==> config.mk <==
export PLATFORM = sky130hd
export DESIGN_NAME = two_section_image_loader_flat
export DESIGN_NICKNAME = d
export VERILOG_FILES = /design/src/hdl/tsil_pkg.sv /design/src/hdl/tsil_rx_if.sv /design/src/hdl/tsil_res_if.sv /design/src/hdl/tsil_queue.sv /design/src/hdl/tsil_front.sv /design/src/hdl/tsil_back.sv /design/src/hdl/two_section_image_loader.sv /design/src/flat_wrapper.sv
export VERILOG_INCLUDE_DIRS = /design/src /design/src/hdl
export SDC_FILE = /design/constraint.sdc
export NUM_CORES = 1
export LEC_CHECK = 0
export BUFFER_PORTS_ARGS = -buffer_cell sky130_fd_sc_hd__buf_2
export CAP_MARGIN = 40
export CORE_MARGIN = 3
export CORE_UTILIZATION = 40
export CTS_BUF_LIST = sky130_fd_sc_hd__clkbuf_4 sky130_fd_sc_hd__clkbuf_8
export CTS_CLUSTER_DIAMETER = 40
export DETAILED_ROUTE_END_ITERATION = 12
export SLEW_MARGIN = 20
export SYNTH_ARGS = -nofsm -noshare
export SYNTH_HDL_FRONTEND = slang
export SYNTH_HIERARCHICAL = 1
export SYNTH_SLANG_ARGS = --single-unit
export TNS_END_PERCENT = 5
==> constraint.sdc <==
create_clock -name clk -period 5.9 [get_ports clk]
set_clock_uncertainty 0.15 [all_clocks]
set_input_delay 0.885 -clock clk [delete_from_list [all_inputs] [get_ports clk]]
set_output_delay 0.885 -clock clk [all_outputs]
set_load 0.1 [all_outputs]
==> src/hdl/two_section_image_loader_macros.svh <==
// ----------------------------------------------------------------------------
// two_section_image_loader_macros
// assertion macros shared by the loader rtl
// ----------------------------------------------------------------------------
`ifndef TWO_SECTION_IMAGE_LOADER_MACROS_SVH
`define TWO_SECTION_IMAGE_LOADER_MACROS_SVH

`ifndef ASSERT_OFF

// property checked every clock outside reset
`define TSIL_ASSERT(label, prop) \
    label: assert property (@(posedge clk) disable iff (!rst_n) prop) \
        else $error("loader assertion failed");

// property checked every clock, reset included
`define TSIL_ASSERT_ALWAYS(label, prop) \
    label: assert property (@(posedge clk) prop) \
        else $error("loader assertion failed");

`else

`define TSIL_ASSERT(label, prop)
`define TSIL_ASSERT_ALWAYS(label, prop)

`endif

`endif

==> src/hdl/tsil_pkg.sv <==
// ----------------------------------------------------------------------------
// tsil_pkg
// types and constants of the two-section image loader
// ----------------------------------------------------------------------------
`default_nettype none

package tsil_pkg;

    localparam int BYTE_W      = 8;
    localparam int TADDR_W     = 32;
    localparam int LEN_W       = 32;
    localparam int QUEUE_DEPTH = 2;

    // result kinds
    localparam logic KIND_WRITE = 1'b0;
    localparam logic KIND_JUMP  = 1'b1;

    // sections
    localparam logic SEC_INSTR = 1'b0;
    localparam logic SEC_DATA  = 1'b1;

    // one classified byte, handed from the parser to the result sequencer
    typedef struct packed {
        logic                 wr;       // memory write of data
        logic                 jmp;      // jump follows (after the write, if any)
        logic                 section;
        logic [TADDR_W-1:0]   addr;
        logic [BYTE_W-1:0]    data;
    } op_t;

endpackage

`default_nettype wire

==> src/hdl/tsil_rx_if.sv <==
// ----------------------------------------------------------------------------
// tsil_rx_if
// received byte channel
// ----------------------------------------------------------------------------
`default_nettype none

interface tsil_rx_if;
    logic       valid;
    logic       ready;
    logic [7:0] rx_byte;

    modport source (output valid, output rx_byte, input ready);
    modport sink   (input valid, input rx_byte, output ready);
endinterface

`default_nettype wire

==> src/hdl/tsil_res_if.sv <==
// ----------------------------------------------------------------------------
// tsil_res_if
// result channel: memory writes and the final jump
// ----------------------------------------------------------------------------
`default_nettype none

interface tsil_res_if;
    logic        valid;
    logic        ready;
    logic        kind;
    logic        section;
    logic [31:0] target_address;
    logic [7:0]  write_data;
    logic        last_of_run;

    modport source (output valid, output kind, output section, output target_address,
                    output write_data, output last_of_run, input ready);
    modport sink   (input valid, input kind, input section, input target_address,
                    input write_data, input last_of_run, output ready);
endinterface

`default_nettype wire

==> src/hdl/tsil_queue.sv <==
// ----------------------------------------------------------------------------
// tsil_queue
// short fifo of classified bytes between parser and result sequencer
// ----------------------------------------------------------------------------
`default_nettype none

module tsil_queue (
    input  wire logic           clk,
    input  wire logic           rst_n,
    input  wire logic           push,
    input  tsil_pkg::op_t       push_op,
    output logic                full,
    input  wire logic           pop,
    output tsil_pkg::op_t       pop_op,
    output logic                not_empty
);
    import tsil_pkg::*;

    localparam int PTR_W = (QUEUE_DEPTH > 1) ? $clog2(QUEUE_DEPTH) : 1;
    localparam int CNT_W = $clog2(QUEUE_DEPTH + 1);

    op_t              slot_reg [QUEUE_DEPTH];
    logic [PTR_W-1:0] wr_ptr_reg, wr_ptr_next;
    logic [PTR_W-1:0] rd_ptr_reg, rd_ptr_next;
    logic [CNT_W-1:0] count_reg, count_next;

    assign full      = (count_reg == CNT_W'(QUEUE_DEPTH));
    assign not_empty = (count_reg != '0);
    assign pop_op    = slot_reg[rd_ptr_reg];

    always_comb
    begin
        wr_ptr_next = wr_ptr_reg;
        rd_ptr_next = rd_ptr_reg;
        count_next  = count_reg;
        if (push)
        begin
            wr_ptr_next = (wr_ptr_reg == PTR_W'(QUEUE_DEPTH - 1)) ? '0 : wr_ptr_reg + 1'b1;
        end
        if (pop)
        begin
            rd_ptr_next = (rd_ptr_reg == PTR_W'(QUEUE_DEPTH - 1)) ? '0 : rd_ptr_reg + 1'b1;
        end
        if (push && !pop)
        begin
            count_next = count_reg + 1'b1;
        end
        else if (pop && !push)
        begin
            count_next = count_reg - 1'b1;
        end
    end

    always_ff @(posedge clk or negedge rst_n)
    begin
        if (!rst_n)
        begin
            wr_ptr_reg <= '0;
            rd_ptr_reg <= '0;
            count_reg  <= '0;
        end
        else
        begin
            wr_ptr_reg <= wr_ptr_next;
            rd_ptr_reg <= rd_ptr_next;
            count_reg  <= count_next;
        end
    end

    always_ff @(posedge clk)
    begin
        if (push)
        begin
            slot_reg[wr_ptr_reg] <= push_op;
        end
    end

`include "two_section_image_loader_macros.svh"

    `TSIL_ASSERT(a_no_overflow, push |-> (!full || pop))
    `TSIL_ASSERT(a_no_underflow, pop |-> not_empty)
    `TSIL_ASSERT_ALWAYS(a_count_bound, count_reg <= CNT_W'(QUEUE_DEPTH))

endmodule

`default_nettype wire

==> src/hdl/tsil_front.sv <==
// ----------------------------------------------------------------------------
// tsil_front
// byte parser: assembles headers, tracks sections, classifies content bytes
// ----------------------------------------------------------------------------
`default_nettype none

module tsil_front #(
    parameter int ADDR_WIDTH = 32
) (
    input  wire logic                       clk,
    input  wire logic                       rst_n,
    tsil_rx_if.sink                         rx,
    input  wire logic                       q_full,
    output logic                            push,
    output tsil_pkg::op_t                   push_op,
    output logic [tsil_pkg::TADDR_W-1:0]    entry_address
);
    import tsil_pkg::*;

    localparam logic [2:0] PH_IADDR = 3'd0;
    localparam logic [2:0] PH_ILEN  = 3'd1;
    localparam logic [2:0] PH_IDATA = 3'd2;
    localparam logic [2:0] PH_DADDR = 3'd3;
    localparam logic [2:0] PH_DLEN  = 3'd4;
    localparam logic [2:0] PH_DDATA = 3'd5;
    localparam logic [2:0] PH_DONE  = 3'd6;

    logic [2:0]            phase_reg,  phase_next;
    logic [23:0]           shift_reg,  shift_next;
    logic [1:0]            idx_reg,    idx_next;
    logic [ADDR_WIDTH-1:0] wptr_reg,   wptr_next;
    logic [LEN_W-1:0]      remain_reg, remain_next;
    logic [ADDR_WIDTH-1:0] entry_reg,  entry_next;

    logic             accept;
    logic             is_header;
    logic             hdr_done;
    logic [LEN_W-1:0] word;
    logic             rem_last;
    logic             jmp_push;

    assign rx.ready      = !q_full;
    assign accept        = rx.valid && rx.ready;
    assign hdr_done      = (idx_reg == 2'd3);
    assign word          = {rx.rx_byte, shift_reg};
    assign rem_last      = (remain_reg == LEN_W'(1));
    assign entry_address = TADDR_W'(entry_reg);
    assign is_header     = (phase_reg == PH_IADDR) || (phase_reg == PH_ILEN) ||
                           (phase_reg == PH_DADDR) || (phase_reg == PH_DLEN);
    assign jmp_push      = push && push_op.jmp;

    always_comb
    begin
        phase_next      = phase_reg;
        shift_next      = shift_reg;
        idx_next        = idx_reg;
        wptr_next       = wptr_reg;
        remain_next     = remain_reg;
        entry_next      = entry_reg;
        push            = 1'b0;
        push_op.wr      = 1'b0;
        push_op.jmp     = 1'b0;
        push_op.section = SEC_INSTR;
        push_op.addr    = TADDR_W'(wptr_reg);
        push_op.data    = rx.rx_byte;

        if (accept && is_header)
        begin
            // little-endian header word, four beats
            if (hdr_done)
            begin
                idx_next = 2'd0;
            end
            else
            begin
                shift_next[{idx_reg, 3'b000} +: 8] = rx.rx_byte;
                idx_next = idx_reg + 2'd1;
            end
        end

        if (accept)
        begin
            case (phase_reg)
                PH_IADDR:
                begin
                    if (hdr_done)
                    begin
                        entry_next = word[ADDR_WIDTH-1:0];
                        wptr_next  = word[ADDR_WIDTH-1:0];
                        phase_next = PH_ILEN;
                    end
                end
                PH_ILEN:
                begin
                    if (hdr_done)
                    begin
                        remain_next = word;
                        phase_next  = (word == '0) ? PH_DADDR : PH_IDATA;
                    end
                end
                PH_IDATA:
                begin
                    push        = 1'b1;
                    push_op.wr  = 1'b1;
                    wptr_next   = wptr_reg + 1'b1;
                    remain_next = remain_reg - 1'b1;
                    if (rem_last)
                    begin
                        phase_next = PH_DADDR;
                    end
                end
                PH_DADDR:
                begin
                    if (hdr_done)
                    begin
                        wptr_next  = word[ADDR_WIDTH-1:0];
                        phase_next = PH_DLEN;
                    end
                end
                PH_DLEN:
                begin
                    if (hdr_done)
                    begin
                        remain_next = word;
                        if (word == '0)
                        begin
                            // empty data section: jump straight away
                            push        = 1'b1;
                            push_op.jmp = 1'b1;
                            phase_next  = PH_DONE;
                        end
                        else
                        begin
                            phase_next = PH_DDATA;
                        end
                    end
                end
                PH_DDATA:
                begin
                    push            = 1'b1;
                    push_op.wr      = 1'b1;
                    push_op.jmp     = rem_last;
                    push_op.section = SEC_DATA;
                    wptr_next       = wptr_reg + 1'b1;
                    remain_next     = remain_reg - 1'b1;
                    if (rem_last)
                    begin
                        phase_next = PH_DONE;
                    end
                end
                default:
                begin
                    // done: bytes are swallowed until reset
                end
            endcase
        end
    end

    always_ff @(posedge clk or negedge rst_n)
    begin
        if (!rst_n)
        begin
            phase_reg  <= PH_IADDR;
            shift_reg  <= '0;
            idx_reg    <= '0;
            wptr_reg   <= '0;
            remain_reg <= '0;
            entry_reg  <= '0;
        end
        else
        begin
            phase_reg  <= phase_next;
            shift_reg  <= shift_next;
            idx_reg    <= idx_next;
            wptr_reg   <= wptr_next;
            remain_reg <= remain_next;
            entry_reg  <= entry_next;
        end
    end

`include "two_section_image_loader_macros.svh"

    `TSIL_ASSERT(a_jump_only_from_data, jmp_push |-> (phase_reg == PH_DLEN || phase_reg == PH_DDATA))
    `TSIL_ASSERT(a_done_is_final, (phase_reg == PH_DONE) |=> (phase_reg == PH_DONE))
    `TSIL_ASSERT(a_push_has_room, push |-> !q_full)

endmodule

`default_nettype wire

==> src/hdl/tsil_back.sv <==
// ----------------------------------------------------------------------------
// tsil_back
// result sequencer: turns queued bytes into write and jump results
// ----------------------------------------------------------------------------
`default_nettype none

module tsil_back (
    input  wire logic                       clk,
    input  wire logic                       rst_n,
    input  wire logic                       q_not_empty,
    input  tsil_pkg::op_t                   q_op,
    output logic                            q_pop,
    input  wire logic [tsil_pkg::TADDR_W-1:0] entry_address,
    tsil_res_if.source                      res
);
    import tsil_pkg::*;

    logic                out_valid_reg, out_valid_next;
    logic                jmp_pending_reg, jmp_pending_next;
    logic                kind_reg, kind_next;
    logic                section_reg, section_next;
    logic [TADDR_W-1:0]  addr_reg, addr_next;
    logic [BYTE_W-1:0]   data_reg, data_next;
    logic                last_reg, last_next;
    logic                load;
    logic                out_data_write;
    logic                out_jump;

    // output register free or being drained this cycle
    assign load = !out_valid_reg || res.ready;

    assign out_data_write = out_valid_reg && (kind_reg == KIND_WRITE) && (section_reg == SEC_DATA);
    assign out_jump       = out_valid_reg && (kind_reg == KIND_JUMP);

    assign res.valid          = out_valid_reg;
    assign res.kind           = kind_reg;
    assign res.section        = section_reg;
    assign res.target_address = addr_reg;
    assign res.write_data     = data_reg;
    assign res.last_of_run    = last_reg;

    always_comb
    begin
        out_valid_next   = out_valid_reg;
        jmp_pending_next = jmp_pending_reg;
        kind_next        = kind_reg;
        section_next     = section_reg;
        addr_next        = addr_reg;
        data_next        = data_reg;
        last_next        = last_reg;
        q_pop            = 1'b0;

        if (load)
        begin
            if (jmp_pending_reg)
            begin
                // second beat of the final data byte
                out_valid_next   = 1'b1;
                jmp_pending_next = 1'b0;
                kind_next        = KIND_JUMP;
                section_next     = SEC_INSTR;
                addr_next        = entry_address;
                data_next        = '0;
                last_next        = 1'b1;
            end
            else if (q_not_empty)
            begin
                q_pop          = 1'b1;
                out_valid_next = 1'b1;
                if (q_op.wr)
                begin
                    kind_next        = KIND_WRITE;
                    section_next     = q_op.section;
                    addr_next        = q_op.addr;
                    data_next        = q_op.data;
                    last_next        = !q_op.jmp;
                    jmp_pending_next = q_op.jmp;
                end
                else
                begin
                    kind_next    = KIND_JUMP;
                    section_next = SEC_INSTR;
                    addr_next    = entry_address;
                    data_next    = '0;
                    last_next    = 1'b1;
                end
            end
            else
            begin
                out_valid_next = 1'b0;
            end
        end
    end

    always_ff @(posedge clk or negedge rst_n)
    begin
        if (!rst_n)
        begin
            out_valid_reg   <= 1'b0;
            jmp_pending_reg <= 1'b0;
        end
        else
        begin
            out_valid_reg   <= out_valid_next;
            jmp_pending_reg <= jmp_pending_next;
        end
    end

    always_ff @(posedge clk)
    begin
        kind_reg    <= kind_next;
        section_reg <= section_next;
        addr_reg    <= addr_next;
        data_reg    <= data_next;
        last_reg    <= last_next;
    end

`include "two_section_image_loader_macros.svh"

    `TSIL_ASSERT(a_pending_needs_write, jmp_pending_reg |-> (out_data_write && !last_reg))
    `TSIL_ASSERT(a_jump_is_last, out_jump |-> last_reg)
    `TSIL_ASSERT(a_no_pop_while_pending, jmp_pending_reg |-> !q_pop)

endmodule

`default_nettype wire

==> src/hdl/two_section_image_loader.sv <==
// ----------------------------------------------------------------------------
// two_section_image_loader
// parses a serial program image (instruction then data section) into
// byte memory writes and a final jump to the instruction start address
// ----------------------------------------------------------------------------
// channel  dir  payload                                             beat per
// rx       in   rx_byte                                             received byte
// res      out  kind, section, target_address, write_data,          result
//               last_of_run
//
// one byte is accepted every cycle while the two-entry queue has room
// a result passes through the queue and then the result register after its byte is accepted
// the last data byte yields two beats (write, then jump) in the result
// register; every other byte yields at most one
// reset clears the parser and the queue; no clearing pass is needed
// rx and res stall independently through the queue and the result register
// ----------------------------------------------------------------------------
`default_nettype none

module two_section_image_loader #(
    parameter int ADDR_WIDTH = 32
) (
    input  wire logic   clk,
    input  wire logic   rst_n,
    tsil_rx_if.sink     rx,
    tsil_res_if.source  res
);
    import tsil_pkg::*;

    logic               push;
    op_t                push_op;
    logic               q_full;
    logic               q_pop;
    op_t                q_op;
    logic               q_not_empty;
    logic [TADDR_W-1:0] entry_address;

    tsil_front #(
        .ADDR_WIDTH (ADDR_WIDTH)
    ) u_front (
        .clk           (clk),
        .rst_n         (rst_n),
        .rx            (rx),
        .q_full        (q_full),
        .push          (push),
        .push_op       (push_op),
        .entry_address (entry_address)
    );

    tsil_queue u_queue (
        .clk       (clk),
        .rst_n     (rst_n),
        .push      (push),
        .push_op   (push_op),
        .full      (q_full),
        .pop       (q_pop),
        .pop_op    (q_op),
        .not_empty (q_not_empty)
    );

    tsil_back u_back (
        .clk           (clk),
        .rst_n         (rst_n),
        .q_not_empty   (q_not_empty),
        .q_op          (q_op),
        .q_pop         (q_pop),
        .entry_address (entry_address),
        .res           (res)
    );

endmodule

`default_nettype wire
==> src/flat_wrapper.sv <==
// flat-port wrapper written by rule: the top's interface ports become plain ports
module two_section_image_loader_flat import tsil_pkg::*;
#(
    parameter int ADDR_WIDTH = 32
)
  (clk, rst_n, rx_valid, rx_rx_byte, rx_ready, res_valid, res_kind, res_section, res_target_address, res_write_data, res_last_of_run, res_ready);
  tsil_rx_if rx_i ();
  tsil_res_if res_i ();
  input  wire logic clk;
  input  wire logic rst_n;
  input wire logic [$bits(rx_i.valid)-1:0] rx_valid;
  input wire logic [$bits(rx_i.rx_byte)-1:0] rx_rx_byte;
  output wire logic [$bits(rx_i.ready)-1:0] rx_ready;
  output wire logic [$bits(res_i.valid)-1:0] res_valid;
  output wire logic [$bits(res_i.kind)-1:0] res_kind;
  output wire logic [$bits(res_i.section)-1:0] res_section;
  output wire logic [$bits(res_i.target_address)-1:0] res_target_address;
  output wire logic [$bits(res_i.write_data)-1:0] res_write_data;
  output wire logic [$bits(res_i.last_of_run)-1:0] res_last_of_run;
  input wire logic [$bits(res_i.ready)-1:0] res_ready;
  assign rx_i.valid = rx_valid;
  assign rx_i.rx_byte = rx_rx_byte;
  assign rx_ready = rx_i.ready;
  assign res_valid = res_i.valid;
  assign res_kind = res_i.kind;
  assign res_section = res_i.section;
  assign res_target_address = res_i.target_address;
  assign res_write_data = res_i.write_data;
  assign res_last_of_run = res_i.last_of_run;
  assign res_i.ready = res_ready;
  two_section_image_loader #(.ADDR_WIDTH(ADDR_WIDTH)) u_core (.clk(clk), .rst_n(rst_n), .rx(rx_i), .res(res_i));
endmodule
==> impl_metrics.env <==
export IMPL_synth_xor_area_share_pct=0.358
export IMPL_clkTransAtPathRegs_ns=0.06
export IMPL_rows=63
export IMPL_topRoutingLayerUsed="met4"
export IMPL_ys_warn_count=6
export IMPL_cts_root_buf="clkbuf_8"
export IMPL_start_util_pct=41.0
export IMPL_synth_largest_type_area_fraction_pct=31.6
export IMPL_synth_top_flop_cell="dfrtp_1"
export IMPL_finalSetupTns_ns=0
export IMPL_synth_area_per_cell_um2=12.1
export IMPL_async_flop_share_pct=50.4
export IMPL_antenna_found_initial=0
export IMPL_synth_top_family_by_area="simple AND/OR/NAND/NOR gates"
export IMPL_start_kind="flop"
export IMPL_drive_above_1_share_pct=25.0
export IMPL_hpwl_um=18000
export IMPL_synthAdderAreaFrac_pct=0.919
export IMPL_grt_pass1_vias=8157
export IMPL_drt_iter0_markers=670
export IMPL_crit_arrival_ns=3.63
export IMPL_vias=8180
export IMPL_numPortBuffers=56
export IMPL_synth_most_common_cell="dfrtp_1"
export IMPL_cts_resized=0
export IMPL_cts_sinks=260
export IMPL_critPathMaxFanout=29
export IMPL_drc_errors=0
export IMPL_antenna_cells=0
export IMPL_synth_largest_area_cell="edfxtp_1"
export IMPL_die_width_um=181
export IMPL_ant_nets=0
export IMPL_core_um2=29900
export IMPL_max_freq_ghz=0.280
export IMPL_synth_compound_area_share_pct=11.6
export IMPL_track_usage_pct=17.1
export IMPL_routedWlPerCell_um=18.8
export IMPL_ys_ff_latch=260
export IMPL_synthTopCellsByArea="edfxtp_1 (32%), dfrtp_1 (27%), mux2_4 (8.3%)"
export IMPL_globalplace_congestion=0.867
export IMPL_setup_viol=0
export IMPL_syn_num_nets=1030
export IMPL_worstSetupEndpointType="flop"
export IMPL_routed_wl_met2_um=13200
export IMPL_synth_edf_count=129
export IMPL_synth_cell_area_um2=12200
export IMPL_cts_buffers_inserted=44
export IMPL_slew_headroom_pct=44.9
export IMPL_met3_length_um=1430
export IMPL_fin_nets=1089
export IMPL_grt_max_degree=75
export IMPL_crit_required_ns=5.96
export IMPL_yosys_area_share_simple_pct=12.6
export IMPL_cts_buffer_depth=3
export IMPL_max_cap_viol_count=0
export IMPL_area_growth_pct=12.4
export IMPL_ys_seq_area_share_pct=58.4
export IMPL_synthTopCellsByCount="dfrtp_1 (131), edfxtp_1 (129), nand2_1 (116)"
export IMPL_period_minus_slack_ns=3.57
export IMPL_io_pins=57
export IMPL_synth_mux_area_share_pct=12.3
export IMPL_grt_ovfl_total=0
export IMPL_slew_violations=0
export IMPL_largest_register_ff_count=86
export IMPL_tritoncts="done"
export IMPL_rsz0062_at_grt="false"
export IMPL_tightest_slew_ns=0.827
export IMPL_die_area_um2=32800
export IMPL_postCtsSetupBuffers=0
export IMPL_routed_wl_um=28000
export IMPL_die_y_um=181
export IMPL_clk_latency_ns=0.55
export IMPL_hp_class="in -> async"
export IMPL_synth_cells=1009
export IMPL_hold_buffers=0
export IMPL_met1_length_um=12500
export IMPL_period_share_pct=60.5
export IMPL_ys_types=66
export IMPL_hold_viol_final=0
export IMPL_critPathKind="reg -> reg"
export IMPL_drt_pass1_iter_count=5
export IMPL_vias_per_cell=5.48
export IMPL_grt_pass1_wl_um=45500
export IMPL_run_status="complete, no violations"
export IMPL_htree_levels=2
-- stage by stage --
stage	instances	worst slack, ns	hold slack [ns]	utilization (%)	cell area (um^2)
floorplan	1009	1.35	0.297	-	12200
global placement	1405	1.90	0.323	42.7	12800
detailed placement	1407	1.87	0.333	42.7	12800
CTS	1487	2.25	0.247	45.8	13700
global route	1492	2.16	0.274	46.1	13800
finish	1492	2.33	0.212	46.1	13800
-- cell usage in the layout, fill, tap and decap left out, drive strengths merged, types with 3 or more instances in the layout --
cell,synthesis,layout
clkinv,0,11
nor2,65,65
a21oi,75,75
and2,12,12
nand2b,4,4
ha,9,9
nor3b,7,7
mux2,109,109
nand3,16,16
a22oi,6,6
dfrtp,131,131
o21ai,69,69
inv,16,16
a41oi,3,3
or4,4,4
and3,7,7
nor3,21,21
o22ai,21,21
nand2,116,116
xor2,4,4
and4,7,7
nor4,19,19
o22a,17,17
or2,4,4
edfxtp,129,129
a2bb2oi,7,7
bufinv,0,3
nand4,5,5
clkbuf,37,66
o21a,7,7
a31oi,17,17
nor2b,6,6
buf,28,76
or3,6,6
-- critical path, cell delays in order, from the launching register on --
cell and delay [ns]:
dfrtp_1 0.43, nor4_1 0.46, nand2_1 0.10, nor4_1 0.52, buf_4 0.24, a41o_1 0.24
and2_2 0.72, buf_4 0.37
-- metal layers --
layer,global-route usage (%),vias to the layer above
met5,0,-
met4,6.55,0
met3,3.04,65
met2,27.7,233
met1,23.2,4023
li1,-,3859
-- cells by family (layout without fill, tap and decap cells) --
family,Yosys count,count (layout)
mux,111,111
compound gates,236,236
fa+ha+maj,9,9
buf+inv,81,174
flops,260,260
simple gates,307,307
xor+xnor,5,5
-- area by class of cell --
type | count | area (um^2)
Fill cell | 2676 | 16100
Tap cell | 390 | 488
Sequential cell | 260 | 7150
Inverter | 16 | 60.1
Multi-Input combinational cell | 668 | 4660
Clock inverter | 16 | 150
Clock buffer | 64 | 774
Timing Repair Buffer | 78 | 482
-- path summary, 6_finish.rpt --
path	start	end	slack, ns	depth (start not counted)
worst max-delay path	u_core/u_front/shift_reg[12]$_DFFE_PN0P_	u_core/u_queue/slot_reg[1][12]$_DFFE_PP_	2.33	7
worst min register to register	u_core/u_front/wptr_reg[27]$_DFFE_PN0P_	u_core/u_queue/slot_reg[1][35]$_DFFE_PP_	0.34	0
max in group asynchronous	rst_n	u_core/u_front/wptr_reg[7]$_DFFE_PN0P_	4.38	3
worst min-delay path	rst_n	u_core/u_back/res.valid$_DFFE_PN0P_	0.21	1
worst max register to register	u_core/u_front/shift_reg[12]$_DFFE_PN0P_	u_core/u_queue/slot_reg[1][12]$_DFFE_PP_	2.33	7
min in group clk	u_core/u_front/wptr_reg[27]$_DFFE_PN0P_	u_core/u_queue/slot_reg[1][35]$_DFFE_PP_	0.34	0
Power is not shown: default switching activity piles up to over one toggle a cycle in this logic, so the estimate is an artifact.
